### src/hdl/owtrs_pkg.sv
// Shared types and constants for the single-wire temperature read sequencer.
`default_nettype none

package owtrs_pkg;

    // Bus commands sent during the sequence.
    localparam logic [7:0] CMD_SKIP_ROM   = 8'hCC;
    localparam logic [7:0] CMD_CONVERT    = 8'h44;
    localparam logic [7:0] CMD_READ_PAD   = 8'hBE;

    // Sequence step numbers.
    localparam logic [2:0] STEP_RESET_A   = 3'd0;
    localparam logic [2:0] STEP_SKIP_A    = 3'd1;
    localparam logic [2:0] STEP_CONVERT   = 3'd2;
    localparam logic [2:0] STEP_RESET_B   = 3'd3;
    localparam logic [2:0] STEP_SKIP_B    = 3'd4;
    localparam logic [2:0] STEP_READ_PAD  = 3'd5;
    localparam logic [2:0] STEP_READ_LO   = 3'd6;
    localparam logic [2:0] STEP_READ_HI   = 3'd7;

    localparam logic [2:0] BIT_LAST       = 3'd7;

    // Sequencer phase codes.
    localparam logic [3:0] PH_IDLE        = 4'd0;
    localparam logic [3:0] PH_RST_HIGH    = 4'd1;
    localparam logic [3:0] PH_RST_LOW     = 4'd2;
    localparam logic [3:0] PH_PRES_WAIT   = 4'd3;
    localparam logic [3:0] PH_RST_TAIL    = 4'd4;
    localparam logic [3:0] PH_W_LOW       = 4'd5;
    localparam logic [3:0] PH_W_HOLD      = 4'd6;
    localparam logic [3:0] PH_R_LOW       = 4'd7;
    localparam logic [3:0] PH_R_WAIT      = 4'd8;
    localparam logic [3:0] PH_R_TAIL      = 4'd9;

    // Configuration register indexes.
    localparam logic [2:0] REG_PRE_RESET_HIGH = 3'd0;
    localparam logic [2:0] REG_RESET_LOW      = 3'd1;
    localparam logic [2:0] REG_PRESENCE_WAIT  = 3'd2;
    localparam logic [2:0] REG_RESET_TAIL     = 3'd3;
    localparam logic [2:0] REG_SLOT_LOW       = 3'd4;
    localparam logic [2:0] REG_WRITE_SLOT     = 3'd5;
    localparam logic [2:0] REG_READ_SAMPLE    = 3'd6;
    localparam logic [2:0] REG_READ_SLOT      = 3'd7;

    localparam int CFG_INDEX_W = 3;
    localparam int CFG_DATA_W  = 16;

    // Timing configuration.
    typedef struct packed {
        logic [15:0] pre_reset_high_ticks;
        logic [15:0] reset_low_ticks;
        logic [15:0] presence_wait_ticks;
        logic [15:0] reset_tail_ticks;
        logic [7:0]  slot_low_ticks;
        logic [15:0] write_slot_ticks;
        logic [7:0]  read_sample_ticks;
        logic [15:0] read_slot_ticks;
    } t_cfg;

    localparam t_cfg CFG_RESET = '{
        pre_reset_high_ticks: 16'd10,
        reset_low_ticks:      16'd500,
        presence_wait_ticks:  16'd154,
        reset_tail_ticks:     16'd212,
        slot_low_ticks:       8'd1,
        write_slot_ticks:     16'd66,
        read_sample_ticks:    8'd1,
        read_slot_ticks:      16'd56
    };

    // One result per tick.
    typedef struct packed {
        logic        drive_low;
        logic        busy_res;
        logic        done_res;
        logic [15:0] temperature_word;
        logic        presence_seen;
    } t_result;

endpackage

`default_nettype wire

### src/hdl/owtrs_cfg.sv
// Timing configuration registers of the sequencer.
`default_nettype none

module owtrs_cfg (
    input  wire logic                             i_clk,
    input  wire logic                             i_rst_n,
    input  wire logic                             i_cfg_we,
    input  wire logic [owtrs_pkg::CFG_INDEX_W-1:0] i_cfg_index,
    input  wire logic [owtrs_pkg::CFG_DATA_W-1:0]  i_cfg_data,
    output owtrs_pkg::t_cfg                        o_cfg
);
    import owtrs_pkg::*;

    t_cfg r_cfg;

    // Register writes; eight-bit registers keep the low byte.
    always_ff @(posedge i_clk) begin
        if (!i_rst_n) begin
            r_cfg <= CFG_RESET;
        end else if (i_cfg_we) begin
            case (i_cfg_index)
                REG_PRE_RESET_HIGH: r_cfg.pre_reset_high_ticks <= i_cfg_data;
                REG_RESET_LOW:      r_cfg.reset_low_ticks      <= i_cfg_data;
                REG_PRESENCE_WAIT:  r_cfg.presence_wait_ticks  <= i_cfg_data;
                REG_RESET_TAIL:     r_cfg.reset_tail_ticks     <= i_cfg_data;
                REG_SLOT_LOW:       r_cfg.slot_low_ticks       <= i_cfg_data[7:0];
                REG_WRITE_SLOT:     r_cfg.write_slot_ticks     <= i_cfg_data;
                REG_READ_SAMPLE:    r_cfg.read_sample_ticks    <= i_cfg_data[7:0];
                REG_READ_SLOT:      r_cfg.read_slot_ticks      <= i_cfg_data;
                default:            r_cfg                      <= r_cfg;
            endcase
        end
    end

    assign o_cfg = r_cfg;

endmodule

`default_nettype wire

### src/hdl/owtrs_seq.sv
// Phase sequencer: advances one tick per accepted request and forms its result.
`default_nettype none

module owtrs_seq (
    input  wire logic       i_clk,
    input  wire logic       i_rst_n,
    input  wire logic       i_accept,
    input  wire logic       i_start_req,
    input  wire logic       i_line_level,
    input  wire owtrs_pkg::t_cfg i_cfg,
    output owtrs_pkg::t_result o_res
);
    import owtrs_pkg::*;

    logic [3:0]  r_phase,   n_phase;
    logic [15:0] r_tick,    n_tick;
    logic [2:0]  r_step,    n_step;
    logic [2:0]  r_bit,     n_bit;
    logic [7:0]  r_shift,   n_shift;
    logic [7:0]  r_low,     n_low;
    logic [15:0] r_word,    n_word;
    logic        r_presence, n_presence;

    logic [15:0] dur;
    logic [16:0] tick_inc;
    logic        last;
    logic [15:0] tick_adv;
    logic        enter;
    logic [2:0]  enter_step;
    logic        drive;
    logic        done;

    // Length of the current phase.
    always_comb begin
        case (r_phase)
            PH_RST_HIGH:  dur = i_cfg.pre_reset_high_ticks;
            PH_RST_LOW:   dur = i_cfg.reset_low_ticks;
            PH_PRES_WAIT: dur = i_cfg.presence_wait_ticks;
            PH_RST_TAIL:  dur = i_cfg.reset_tail_ticks;
            PH_W_LOW:     dur = {8'd0, i_cfg.slot_low_ticks};
            PH_R_LOW:     dur = {8'd0, i_cfg.slot_low_ticks};
            PH_W_HOLD:    dur = i_cfg.write_slot_ticks;
            PH_R_WAIT:    dur = {8'd0, i_cfg.read_sample_ticks};
            PH_R_TAIL:    dur = i_cfg.read_slot_ticks;
            default:      dur = 16'd0;
        endcase
    end

    // The phase ends on the tick whose count plus one reaches its length.
    assign tick_inc = {1'b0, r_tick} + 17'd1;
    assign last     = (tick_inc >= {1'b0, dur});
    assign tick_adv = last ? 16'd0 : tick_inc[15:0];

    // Next state for one tick.
    always_comb begin
        n_phase    = r_phase;
        n_tick     = r_tick;
        n_step     = r_step;
        n_bit      = r_bit;
        n_shift    = r_shift;
        n_low      = r_low;
        n_word     = r_word;
        n_presence = r_presence;
        enter      = 1'b0;
        enter_step = r_step + 3'd1;
        drive      = 1'b0;
        done       = 1'b0;

        case (r_phase)
            PH_IDLE: begin
                if (i_start_req) begin
                    enter      = 1'b1;
                    enter_step = STEP_RESET_A;
                end
            end
            PH_RST_HIGH: begin
                n_tick = tick_adv;
                if (last) begin
                    n_phase = PH_RST_LOW;
                end
            end
            PH_RST_LOW: begin
                drive  = 1'b1;
                n_tick = tick_adv;
                if (last) begin
                    n_phase = PH_PRES_WAIT;
                end
            end
            PH_PRES_WAIT: begin
                n_tick = tick_adv;
                if (last) begin
                    n_presence = ~i_line_level;
                    n_phase    = PH_RST_TAIL;
                end
            end
            PH_RST_TAIL: begin
                n_tick = tick_adv;
                if (last) begin
                    enter = 1'b1;
                end
            end
            PH_W_LOW: begin
                drive  = 1'b1;
                n_tick = tick_adv;
                if (last) begin
                    n_phase = PH_W_HOLD;
                end
            end
            PH_W_HOLD: begin
                drive  = ~r_shift[0];
                n_tick = tick_adv;
                if (last) begin
                    n_shift = {1'b0, r_shift[7:1]};
                    if (r_bit == BIT_LAST) begin
                        enter = 1'b1;
                    end else begin
                        n_bit   = r_bit + 3'd1;
                        n_phase = PH_W_LOW;
                    end
                end
            end
            PH_R_LOW: begin
                drive  = 1'b1;
                n_tick = tick_adv;
                if (last) begin
                    n_phase = PH_R_WAIT;
                end
            end
            PH_R_WAIT: begin
                n_tick = tick_adv;
                if (last) begin
                    n_shift = {i_line_level, r_shift[7:1]};
                    n_phase = PH_R_TAIL;
                end
            end
            PH_R_TAIL: begin
                n_tick = tick_adv;
                if (last) begin
                    if (r_bit != BIT_LAST) begin
                        n_bit   = r_bit + 3'd1;
                        n_phase = PH_R_LOW;
                    end else if (r_step == STEP_READ_LO) begin
                        n_low      = r_shift;
                        enter      = 1'b1;
                        enter_step = STEP_READ_HI;
                    end else begin
                        n_word  = {r_shift, r_low};
                        done    = 1'b1;
                        n_phase = PH_IDLE;
                        n_tick  = 16'd0;
                        n_step  = STEP_RESET_A;
                        n_bit   = 3'd0;
                    end
                end
            end
            default: begin
                n_phase = PH_IDLE;
                n_tick  = 16'd0;
            end
        endcase

        // Start of a new step: reset slot, command byte or read byte.
        if (enter) begin
            n_step = enter_step;
            n_tick = 16'd0;
            n_bit  = 3'd0;
            case (enter_step)
                STEP_RESET_A, STEP_RESET_B: begin
                    n_phase = PH_RST_HIGH;
                end
                STEP_SKIP_A, STEP_SKIP_B: begin
                    n_shift = CMD_SKIP_ROM;
                    n_phase = PH_W_LOW;
                end
                STEP_CONVERT: begin
                    n_shift = CMD_CONVERT;
                    n_phase = PH_W_LOW;
                end
                STEP_READ_PAD: begin
                    n_shift = CMD_READ_PAD;
                    n_phase = PH_W_LOW;
                end
                default: begin
                    n_shift = 8'd0;
                    n_phase = PH_R_LOW;
                end
            endcase
        end
    end

    // State advances only on an accepted request.
    always_ff @(posedge i_clk) begin
        if (!i_rst_n) begin
            r_phase    <= PH_IDLE;
            r_tick     <= 16'd0;
            r_step     <= STEP_RESET_A;
            r_bit      <= 3'd0;
            r_shift    <= 8'd0;
            r_low      <= 8'd0;
            r_word     <= 16'd0;
            r_presence <= 1'b0;
        end else if (i_accept) begin
            r_phase    <= n_phase;
            r_tick     <= n_tick;
            r_step     <= n_step;
            r_bit      <= n_bit;
            r_shift    <= n_shift;
            r_low      <= n_low;
            r_word     <= n_word;
            r_presence <= n_presence;
        end
    end

    // Drive and busy describe the tick as it starts; the rest follow the update.
    assign o_res.drive_low        = drive;
    assign o_res.busy_res         = (r_phase != PH_IDLE);
    assign o_res.done_res         = done;
    assign o_res.temperature_word = n_word;
    assign o_res.presence_seen    = n_presence;

endmodule

`default_nettype wire

### src/hdl/onewire_temperature_read_sequencer.sv
// Top level: configuration, tick sequencer and output skid buffer.
// A result is registered in the main output register, or in skid under output stall.
// One request per cycle unless stalled; sequencer state is a single register stage.
// A two-entry output buffer lets a request be taken while a result waits to be read;
// input stall rises only when both entries are full.
// Reset (synchronous, active low) restores the register defaults and an idle sequencer.
`default_nettype none

module onewire_temperature_read_sequencer (
    input  wire logic                              i_clk,
    input  wire logic                              i_rst_n,
    input  wire logic                              i_valid,
    output      logic                              o_stall,
    input  wire logic                              i_start_req,
    input  wire logic                              i_line_level,
    output      logic                              o_valid,
    input  wire logic                              i_stall,
    output      logic                              o_drive_low,
    output      logic                              o_busy_res,
    output      logic                              o_done_res,
    output      logic [15:0]                       o_temperature_word,
    output      logic                              o_presence_seen,
    input  wire logic                              i_cfg_we,
    input  wire logic [owtrs_pkg::CFG_INDEX_W-1:0] i_cfg_index,
    input  wire logic [owtrs_pkg::CFG_DATA_W-1:0]  i_cfg_data
);
    import owtrs_pkg::*;

    t_cfg    cfg;
    t_result res;
    t_result r_main;
    t_result r_skid;
    logic    r_main_valid;
    logic    r_skid_valid;
    logic    accept;
    logic    out_take;

    assign o_stall  = r_skid_valid;
    assign accept   = i_valid & ~r_skid_valid;
    assign out_take = r_main_valid & ~i_stall;

    owtrs_cfg u_cfg (
        .i_clk       (i_clk),
        .i_rst_n     (i_rst_n),
        .i_cfg_we    (i_cfg_we),
        .i_cfg_index (i_cfg_index),
        .i_cfg_data  (i_cfg_data),
        .o_cfg       (cfg)
    );

    owtrs_seq u_seq (
        .i_clk        (i_clk),
        .i_rst_n      (i_rst_n),
        .i_accept     (accept),
        .i_start_req  (i_start_req),
        .i_line_level (i_line_level),
        .i_cfg        (cfg),
        .o_res        (res)
    );

    // Output buffer: main register feeds the port, skid catches a request under stall.
    always_ff @(posedge i_clk) begin
        if (!i_rst_n) begin
            r_main_valid <= 1'b0;
            r_skid_valid <= 1'b0;
        end else if (!r_main_valid || out_take) begin
            if (r_skid_valid) begin
                r_main_valid <= 1'b1;
                r_skid_valid <= 1'b0;
            end else begin
                r_main_valid <= accept;
            end
        end else if (accept) begin
            r_skid_valid <= 1'b1;
        end
    end

    // Payload moves without reset.
    always_ff @(posedge i_clk) begin
        if (!r_main_valid || out_take) begin
            if (r_skid_valid) begin
                r_main <= r_skid;
            end else if (accept) begin
                r_main <= res;
            end
        end else if (accept) begin
            r_skid <= res;
        end
    end

    assign o_valid            = r_main_valid;
    assign o_drive_low        = r_main.drive_low;
    assign o_busy_res         = r_main.busy_res;
    assign o_done_res         = r_main.done_res;
    assign o_temperature_word = r_main.temperature_word;
    assign o_presence_seen    = r_main.presence_seen;

endmodule

`default_nettype wire

### config.mk
export PLATFORM = sky130hd
export DESIGN_NAME = onewire_temperature_read_sequencer
export DESIGN_NICKNAME = d
export VERILOG_FILES = /design/src/hdl/owtrs_pkg.sv /design/src/hdl/owtrs_cfg.sv /design/src/hdl/owtrs_seq.sv /design/src/hdl/onewire_temperature_read_sequencer.sv
export SDC_FILE = /design/constraint.sdc
export NUM_CORES = 1
export LEC_CHECK = 0
export ABC_CLOCK_PERIOD_IN_PS = 4000
export BUFFER_PORTS_ARGS = -buffer_cell sky130_fd_sc_hd__buf_2
export CAP_MARGIN = 20
export CORE_MARGIN = 2
export CORE_UTILIZATION = 45
export DETAILED_ROUTE_END_ITERATION = 10
export GPL_TIMING_DRIVEN = 0
export SETUP_SLACK_MARGIN = 0.1
export SLEW_MARGIN = 20
export SYNTH_ARGS = -nofsm -noshare
export SYNTH_HDL_FRONTEND = slang
export SYNTH_HIERARCHICAL = 1
export SYNTH_SLANG_ARGS = --single-unit
export TNS_END_PERCENT = 100
### constraint.sdc
create_clock -name i_clk -period 4 [get_ports i_clk]
set_clock_uncertainty 0.05 [all_clocks]
set_input_delay 0.6 -clock i_clk [delete_from_list [all_inputs] [get_ports i_clk]]
set_output_delay 0.6 -clock i_clk [all_outputs]
set_load 0.05 [all_outputs]
==> metrics.log, run 1 <==
[metrics] # setup viols final: 18
[metrics] leakage dissipation: approximately 0.0056 µW
[metrics] Hold WS: approximately 0.34 ns
[metrics] clock-pin transition on the worst setup and hold timing paths: about 0.06 ns
[metrics] fraction of layout cells with a size suffix above 1: 0.282
[metrics] final total negative setup slack: -1.41 ns
[metrics] H-tree depth: 1
[metrics] class of the most critical hold timing path: in -> reg
[metrics] worst setup path class: reg -> reg
[metrics] buffer cell driving the clock tree root: sky130_fd_sc_hd__clkbuf_16
[metrics] violated checks: setup timing
[metrics] fraction of post-synthesis cell area in the top cell type by area: 0.341
[metrics] row count: 54
[metrics] First DRT Iteration DRCs: 518
[metrics] fraction of power consumed by sequential logic: 0.363
[metrics] Clk Latency, worst-skew pair: between 0.5 and 0.6 ns
[metrics] area of the die: 23800 µm²
[metrics] leading cell type in the layout, fill and taps excluded: sky130_fd_sc_hd__dfxtp_1
[metrics] routed vias/inst: just under 6
[metrics] Peak Freq: 0.244 GHz
[metrics] Via Count: between 8000 and 9000
[metrics] number of clock sinks: approximately 210
[metrics] cell with the most instances on the worst path: sky130_fd_sc_hd__buf_6
[metrics] IR Drop Worst-Case VDD: around 0.00030 V
[metrics] routed len/inst: 20.5 µm
[metrics] area of the core region: roughly 22000 µm²
[metrics] Detailed Routing Iterations Pass 1: 5
[metrics] Worst Slack Setup Final: -0.0969 ns
[metrics] post-layout min period: about 4 ns
[metrics] synthesized netlist cell count: 972
[metrics] logic gate share of total power: 0.302
[metrics] dpl cells: 1296
[metrics] CP peak stage delay: around 0.33 ns
[metrics] number of nets with antenna violations after routing: 0
[metrics] actual transition at the worst max-transition pin: 0.976 ns
[metrics] global-route wire length before repair: about 44 mm
[metrics] Yosys top cell by area: sky130_fd_sc_hd__dfxtp_1
[metrics] final count of hold timing violations: 0
[metrics] switching power total: 2100 µW
[metrics] unrepaired setup endpoints after global routing: yes
[metrics] register bit total from synthesis: ~210
[metrics] count of input and output buffers: between 40 and 50
[metrics] pin count of the biggest net entering global routing: 21
[metrics] overall routing resource usage: 0.237
[metrics] half-perimeter wire length of the detailed placement result: roughly 19 mm
[metrics] Arr. time, crit path: between 4 and 5 ns
[metrics] Maximum Capacitance Violations: 0
[metrics] cell with the largest stage delay on the worst path: sky130_fd_sc_hd__dfxtp_2
[metrics] net count after synthesis: ~1000
[metrics] Crit. End Element: register
[metrics] CP Data Required Time: about 4.2 ns
[metrics] Netlist Area Pre-Place: around 10000 µm²
[metrics] overall routed net length: roughly 29 mm
[metrics] fraction of synthesis flops using an asynchronous set or reset pin: 0
[metrics] Synth Flop Type: sky130_fd_sc_hd__dfxtp_1
[metrics] clock network power share: 0.335
[metrics] average footprint of a synthesized cell: about 10 µm²
[metrics] Area contributors post-synth: sky130_fd_sc_hd__dfxtp_1 (34%), sky130_fd_sc_hd__edfxtp_1 (12%), sky130_fd_sc_hd__mux2i_1 (12%)
[metrics] switching share of power: 0.321
[metrics] P per Cell Area: 512 nW/µm²
[metrics] TritonCTS clock tree: built
[metrics] register area share after synthesis: 0.459
[metrics] top library cells by usage in the layout, fill and taps aside: sky130_fd_sc_hd__dfxtp_1 (169), sky130_fd_sc_hd__nand2_1 (134), sky130_fd_sc_hd__mux2i_1 (120), sky130_fd_sc_hd__buf_2 (55), sky130_fd_sc_hd__buf_4 (46)
[metrics] initial antenna violation count: 0
[metrics] Final Net Count: ~1200
[metrics] # fillers: about 1900
[metrics] kind of launch point of the worst setup path: register
[metrics] DRC violation count after routing: 0
[metrics] cell breakdown of the critical path: buf_6 > and4bb_2 > clkbuf_16 > buf_8 > a22o_1 > a221o_1 > a221oi_2 > ha_1 > nand4_1 > nor2_4 > buf_6 > o311ai_4 > nand3_4 > o2111ai_4 > buf_6 > buf_6 > mux2_4 > mux2_4
[metrics] Area Overhead vs Synth: 25.7%
[metrics] remaining max-slew budget at the tightest pin: 0.349
[metrics] number of CTS-inserted buffers: 23
[metrics] Sequential cell area: approximately 4700 µm²
[metrics] Routability Congestion: 0.893
[metrics] Final Instance Count excl. Fillers: 1407
[metrics] number of top-level design ports: 48
[metrics] overflow left after global routing: 0
[metrics] number of flops mapped to enable cells by yosys: 40
[metrics] top fanout value on the critical path: 6
[metrics] footprint of the multi-input gates: 5470 µm²
[metrics] result of the run: finished with violations
[metrics] number of different library cells in the post-synthesis netlist: 84
[metrics] final period utilization: 1.02
[metrics] count of synthesis-stage warnings from yosys: 6
[metrics] Die Y: 154 µm
[metrics] diode insertion count for antenna repair: 0
[metrics] number of global-route vias before repair: around 8000
[metrics] Clock Path Buffers: 3
[metrics] starting utilization of the core area: 0.462
[metrics] Chip Width: around 150 µm
[metrics] Internal: between 4000 and 5000 µW
[metrics] total count of max-transition violations in the final report: 0
-- cell usage after synthesis, types with 3 or more instances --
cell	number
sky130_fd_sc_hd__a211oi_1	5
sky130_fd_sc_hd__a21o_1	3
sky130_fd_sc_hd__a21oi_1	31
sky130_fd_sc_hd__a221o_1	8
sky130_fd_sc_hd__a221oi_1	11
sky130_fd_sc_hd__a222oi_1	8
sky130_fd_sc_hd__a22o_1	9
sky130_fd_sc_hd__a22oi_1	18
sky130_fd_sc_hd__a31oi_1	6
sky130_fd_sc_hd__and3_1	11
sky130_fd_sc_hd__buf_2	16
sky130_fd_sc_hd__buf_4	6
sky130_fd_sc_hd__buf_6	5
sky130_fd_sc_hd__clkbuf_1	41
sky130_fd_sc_hd__dfxtp_1	173
sky130_fd_sc_hd__edfxtp_1	40
sky130_fd_sc_hd__ha_1	21
sky130_fd_sc_hd__inv_1	11
sky130_fd_sc_hd__mux2_2	29
sky130_fd_sc_hd__mux2_4	8
sky130_fd_sc_hd__mux2i_1	120
sky130_fd_sc_hd__nand2_1	135
sky130_fd_sc_hd__nand2b_1	3
sky130_fd_sc_hd__nand3_1	24
sky130_fd_sc_hd__nand4_1	6
sky130_fd_sc_hd__nand4b_1	3
sky130_fd_sc_hd__nor2_1	30
sky130_fd_sc_hd__nor2b_1	36
sky130_fd_sc_hd__nor3_1	13
sky130_fd_sc_hd__o211a_1	5
sky130_fd_sc_hd__o211ai_1	7
sky130_fd_sc_hd__o21ai_0	27
sky130_fd_sc_hd__o21ba_1	8
sky130_fd_sc_hd__o21ba_2	8
sky130_fd_sc_hd__o221a_2	5
sky130_fd_sc_hd__o31ai_1	3
sky130_fd_sc_hd__o32ai_1	4
sky130_fd_sc_hd__o41ai_1	3
sky130_fd_sc_hd__xnor2_1	9
sky130_fd_sc_hd__xor2_1	8
-- power by group through the flow --
| stage | combinational (µW) | sequential [µW] | clock, µW |
|---|---|---|---|
| 2_1_floorplan | 912 | 2480 | 0 |
| 3_3_place_gp | 1360 | 2420 | 0 |
| 3_5_place_dp | 1370 | 2420 | 0 |
| 4_1_cts | 1720 | 2370 | 2230 |
| 5_1_grt | 2090 | 2380 | 2310 |
| 6_report | 1970 | 2370 | 2190 |
-- cell families after synthesis --
logic type,share of synthesized area
simple gates,0.148
flops,0.459
compound gates,0.150
mux,0.162
buf+inv,0.0403
fa+ha+maj,0.0259
xor+xnor,0.0147
-- cell type report --
type                       instances  area share
multi-input combinational        676       0.429
sequential                       213       0.366
timing repair buffer             117      0.0725
clock buffer                      32      0.0540
buffer                            68      0.0395
tap                              280      0.0275
clock inverter                     9     0.00755
inverter                          12     0.00353
-- flip-flops by register name, summed over array words and instances (netlist names) --
| name | cells |
|---|---|
| o_valid | 1 |
| u_seq/r_word | 16 |
| o_temperature_word | 16 |
| u_seq/r_presence | 1 |
| o_stall | 1 |
| o_presence_seen | 1 |
| u_seq/r_low | 8 |
| o_drive_low | 1 |
| u_seq/r_step | 3 |
| o_busy_res | 1 |
| u_seq/r_phase | 4 |
| u_seq/r_tick | 16 |
| r_skid | 20 |
| u_seq/r_shift | 8 |
| u_seq/r_bit | 3 |
| o_done_res | 1 |
| u_cfg/o_cfg | 112 |
-- per-layer routing --
| layer | track usage | wire length, µm | up-vias |
|---|---|---|---|
| met4 | 0.0797 | 946 | 0 |
| met3 | 0.0308 | 1210 | 74 |
| met2 | 0.413 | 13900 | 248 |
| li1 | - | - | 3858 |
| met1 | 0.304 | 12700 | 3941 |
| met5 | 0 | 0 | - |
-- final timing paths --
path,startpoint,endpoint,slack [ns],cells after the start
worst max-delay path,u_seq/r_phase[3],o_temperature_word[8],-0.1,18
worst min-delay path,i_cfg_data[5],u_cfg/o_cfg[85],0.34,3
worst max register to register,u_seq/r_phase[3],o_temperature_word[8],-0.1,18
worst min register to register,u_cfg/o_cfg[57],u_cfg/o_cfg[57],0.41,2
-- metrics by stage --
stage          power, µW  setup slack [ns]   util  cell area [µm²]
2_1_floorplan       3390             0.109      -            10200
4_1_cts             6320           -0.0592  0.563            12400
5_1_grt             6780            -0.205  0.581            12800
3_5_place_dp        3790             -1.01  0.491            10800
3_3_place_gp        3780            -0.972  0.490            10800
6_report            6530           -0.0969  0.581            12800
-- worst max-delay path, delay by kind of cell, from the launching register on --
| family | cells | cell delay, ns |
|---|---|---|
| mux | 2 | 0.58 |
| simple gates | 4 | 0.61 |
| flops | 1 | 0.33 |
| fa+ha+maj | 1 | 0.30 |
| buf+inv | 6 | 0.84 |
| compound gates | 5 | 1.12 |
-- repair_timing --
action	CTS	global route
gates cloned	0	2
hold buffers	0	0
gates resized for setup	110	45
endpoints found under the setup margin	95	92
setup buffers	45	28
pin swaps	26	27
(Power assumes the default switching activity.)
==> inputs of run 2 (changes only) <==
--- a/config.mk
+++ b/config.mk
@@ -12,7 +12,7 @@
 export CORE_UTILIZATION = 45
 export DETAILED_ROUTE_END_ITERATION = 10
 export GPL_TIMING_DRIVEN = 0
-export SETUP_SLACK_MARGIN = 0.1
+export SETUP_SLACK_MARGIN = 0.2
 export SLEW_MARGIN = 20
 export SYNTH_ARGS = -nofsm -noshare
 export SYNTH_HDL_FRONTEND = slang
==> run 2 against run 1 <==
  * The run still ends with setup timing left
  * Final cell count is 0.36% lower
  * Die area stayed put
  * Sequential share of layout area is 0.083 points lower
  * Non-clock buffer count is 8 lower
  * Register-to-register slack better by 0.08 ns
  * Largest power group unchanged
  * Clock power hardly changed
==> metrics.log, run 2 (same netlist as run 1, synthesis figures left out) <==
[metrics] result of the run: finished with violations (unchanged)
[metrics] violated checks: setup timing (unchanged)
[metrics] H-tree depth: 1 (unchanged)
[metrics] unrepaired setup endpoints after global routing: yes (unchanged)
[metrics] number of CTS-inserted buffers: 24 (was 23)
[metrics] CP peak stage delay: 0.38 ns (was 0.33 ns)
[metrics] number of flip-flops in the largest register: 112 (unchanged)
[metrics] Die Y: 154 µm (unchanged)
[metrics] kind of launch point of the worst setup path: register (unchanged)
[metrics] number of top-level design ports: 48 (unchanged)
[metrics] cell with the largest stage delay on the worst path: sky130_fd_sc_hd__a222oi_1 (was sky130_fd_sc_hd__dfxtp_2)
[metrics] buffer cell driving the clock tree root: sky130_fd_sc_hd__clkbuf_16 (unchanged)
[metrics] number of cells on the worst reg-to-reg path: 15 (was 18)
[metrics] Clk Latency, worst-skew pair: 0.51 ns (about the same)
[metrics] top fanout value on the critical path: 10 (was 6)
[metrics] IR Drop Worst-Case VDD: 0.000298 V (was 0.000301 V)
[metrics] quantity of hold-fixing buffers added after cts: 0 (unchanged)
[metrics] diode insertion count for antenna repair: 0 (unchanged)
[metrics] dominant delay contributor by cell family on the critical path: compound AO/OA/AOI/OAI gates (unchanged)
[metrics] Maximum Capacitance Violations: 0 (unchanged)
[metrics] clock-pin transition on the worst setup and hold timing paths: 0.06 ns (about the same)
[metrics] dpl cells: 1296 (unchanged)
[metrics] post-layout min period: 4.02 ns (was 4.10 ns)
[metrics] count of input and output buffers: 43 (unchanged)
[metrics] Crit. End Element: register (unchanged)
[metrics] routed len/inst: 21.1 µm (was 20.5 µm)
[metrics] half-perimeter wire length of the detailed placement result: 19.1 mm (was 19.0 mm)
[metrics] CP Data Required Time: 4.21 ns (was 4.20 ns)
[metrics] P per Cell Area: 533 nW/µm² (was 512 nW/µm²)
[metrics] Area Overhead vs Synth: 25.9% (was 25.7%)
[metrics] initial antenna violation count: 0 (unchanged)
[metrics] overall routing resource usage: 0.242 (was 0.237)
[metrics] Via Count: 8184 (was 8121)
[metrics] source of the worst register-to-register timing path: u_seq/r_phase[2] (was u_seq/r_phase[3])
[metrics] Final Net Count: 1151 (was 1158)
[metrics] pin count of the biggest net entering global routing: 21 (unchanged)
[metrics] final period utilization: 1.01 (was 1.02)
[metrics] endpoint of the worst setup timing path: o_temperature_word[4] (was o_temperature_word[8])
[metrics] actual transition at the worst max-transition pin: 1.01 ns (was 0.976 ns)
[metrics] global-route wire length before repair: 45.4 mm (was 44.4 mm)
[metrics] area of the core region: 22000 µm² (unchanged)
[metrics] leakage dissipation: 0.00561 µW (was 0.00560 µW)
[metrics] Worst R2R Setup Slack: -0.02 ns (was -0.1 ns)
[metrics] total power draw: 6820 µW (was 6530 µW)
[metrics] class of the most critical hold timing path: in -> reg (unchanged)
[metrics] number of global-route vias before repair: 8062 (was 7906)
[metrics] worst setup path class: reg -> reg (unchanged)
[metrics] number of clock sinks: 213 (unchanged)
[metrics] overflow left after global routing: 0 (unchanged)
[metrics] Worst Slack Setup Final: -0.0214 ns (was -0.0969 ns)
[metrics] routed vias/inst: 5.84 (was 5.77)
[metrics] # setup viols final: 7 (was 18)
[metrics] TritonCTS clock tree: built (unchanged)
[metrics] Detailed Routing Iterations Pass 1: 6 (was 5)
[metrics] Clock Path Buffers: 3 (unchanged)
[metrics] top library cells by usage in the layout, fill and taps aside: sky130_fd_sc_hd__dfxtp_1 (169), sky130_fd_sc_hd__nand2_1 (134), sky130_fd_sc_hd__mux2i_1 (120), sky130_fd_sc_hd__buf_2 (57), sky130_fd_sc_hd__buf_4 (43) (was sky130_fd_sc_hd__dfxtp_1 (169), sky130_fd_sc_hd__nand2_1 (134), sky130_fd_sc_hd__mux2i_1 (120), sky130_fd_sc_hd__buf_2 (55), sky130_fd_sc_hd__buf_4 (46))
[metrics] Chip Width: 154 µm (unchanged)
[metrics] overall routed net length: 29.5 mm (was 28.8 mm)
[metrics] cell with the most instances on the worst path: sky130_fd_sc_hd__mux2_4 (was sky130_fd_sc_hd__buf_6)
[metrics] cell breakdown of the critical path: buf_6 > nor4b_4 > buf_4 > a222oi_1 > nand3_1 > a21oi_2 > ha_1 > a211oi_2 > nor2_2 > o311ai_4 > nand3_4 > o2111ai_4 > buf_8 > mux2_4 > mux2_4 (was buf_6 > and4bb_2 > clkbuf_16 > buf_8 > a22o_1 > a221o_1 > a221oi_2 > ha_1 > nand4_1 > nor2_4 > buf_6 > o311ai_4 > nand3_4 > o2111ai_4 > buf_6 > buf_6 > mux2_4 > mux2_4)
[metrics] RR Endpoint: o_temperature_word[4] (was o_temperature_word[8])
[metrics] First DRT Iteration DRCs: 607 (was 518)
[metrics] Hold WS: 0.334 ns (was 0.344 ns)
[metrics] Final Instance Count excl. Fillers: 1402 (was 1407)
[metrics] Routability Congestion: 0.905 (was 0.893)
[metrics] Peak Freq: 0.249 GHz (was 0.244 GHz)
[metrics] fraction of layout cells with a size suffix above 1: 0.286 (was 0.282)
[metrics] starting utilization of the core area: 0.462 (unchanged)
[metrics] row count: 54 (unchanged)
[metrics] final count of hold timing violations: 0 (unchanged)
[metrics] launching element of the worst setup path: u_seq/r_phase[2] (was u_seq/r_phase[3])
[metrics] total count of max-transition violations in the final report: 0 (unchanged)
[metrics] DRC violation count after routing: 0 (unchanged)
[metrics] area of the die: 23800 µm² (unchanged)
[metrics] remaining max-slew budget at the tightest pin: 0.330 (was 0.349)
[metrics] number of nets with antenna violations after routing: 0 (unchanged)
[metrics] Worst Path Buf+Inv: 3 (was 6)
[metrics] leading cell type in the layout, fill and taps excluded: sky130_fd_sc_hd__dfxtp_1 (unchanged)
[metrics] utilization after layout: 0.582 (was 0.581)
[metrics] Arr. time, crit path: 4.23 ns (was 4.30 ns)
[metrics] number of gates on the worst path with buffers counted: 15 (was 18)
## run 2: layout make-up
| type | count | area, µm² |
|---|---|---|
| multi-input cells | 676 | 5570 |
| plain buffers | 71 | 549 |
| clock buffers | 38 | 724 |
| repair buffers | 106 | 812 |
| fillers | 1835 | 9170 |
| clock inverters | 6 | 58.8 |
| well taps | 280 | 350 |
| inverters | 12 | 45.0 |
| flip-flops and latches | 213 | 4670 |
## run 2: worst register-to-register path: stages (launching register included)
cell	delay, ns
sky130_fd_sc_hd__dfxtp_2	0.31
sky130_fd_sc_hd__buf_6	0.12
sky130_fd_sc_hd__nor4b_4	0.15
sky130_fd_sc_hd__buf_4	0.20
sky130_fd_sc_hd__a222oi_1	0.38
sky130_fd_sc_hd__nand3_1	0.17
sky130_fd_sc_hd__a21oi_2	0.18
sky130_fd_sc_hd__ha_1	0.28
sky130_fd_sc_hd__a211oi_2	0.27
sky130_fd_sc_hd__nor2_2	0.07
sky130_fd_sc_hd__o311ai_4	0.34
sky130_fd_sc_hd__nand3_4	0.14
sky130_fd_sc_hd__o2111ai_4	0.32
sky130_fd_sc_hd__buf_8	0.20
sky130_fd_sc_hd__mux2_4	0.33
sky130_fd_sc_hd__mux2_4	0.27
## run 2: what timing repair did
action | CTS | global route
setup buffers | 36 | 21
gates resized for setup | 70 | 90
endpoints found under the setup margin | 95 | 92
cloned | 3 | 2
pin swaps | 16 | 28
## run 2: worst min-delay path by stage
| stage | start | cells after the start | slack (ns) | endpoint |
|---|---|---|---|---|
| after floorplan | u_cfg/o_cfg[66] | 2 | 0.38 | u_cfg/o_cfg[66] |
| after global placement | u_cfg/o_cfg[83] | 2 | 0.39 | u_cfg/o_cfg[83] |
| after detailed placement | u_cfg/o_cfg[80] | 2 | 0.40 | u_cfg/o_cfg[80] |
| after CTS | i_cfg_data[5] | 3 | 0.33 | u_cfg/o_cfg[5] |
| after global routing | i_cfg_data[2] | 3 | 0.33 | u_cfg/o_cfg[82] |
| final | i_cfg_data[3] | 3 | 0.33 | u_cfg/o_cfg[3] |
## run 2: stage by stage
stage | TNS (ns) | setup slack (ns) | cell area [µm²]
3_5_place_dp | -51.15 | -0.889 | 10800
5_1_grt | -1.67 | -0.133 | 12800
2_1_floorplan | 0 | 0.175 | 10300
3_3_place_gp | -45.50 | -0.830 | 10800
6_report | -0.0773 | -0.0214 | 12800
4_1_cts | 0 | 0.0207 | 12200
## run 2: where the power goes
part	internal (µW)	switching [µW]	total [µW]
Clock	1300	874	2180
Combinational	955	1300	2260
Sequential	2300	80.2	2380
## run 2: per-layer routing
layer  vias up  share of wire  track usage
met2       287           0.49        0.428
met3        71          0.052       0.0305
met4         0          0.031       0.0797
li1       3839              -            -
met5         -              0            0
met1      3987           0.42        0.307
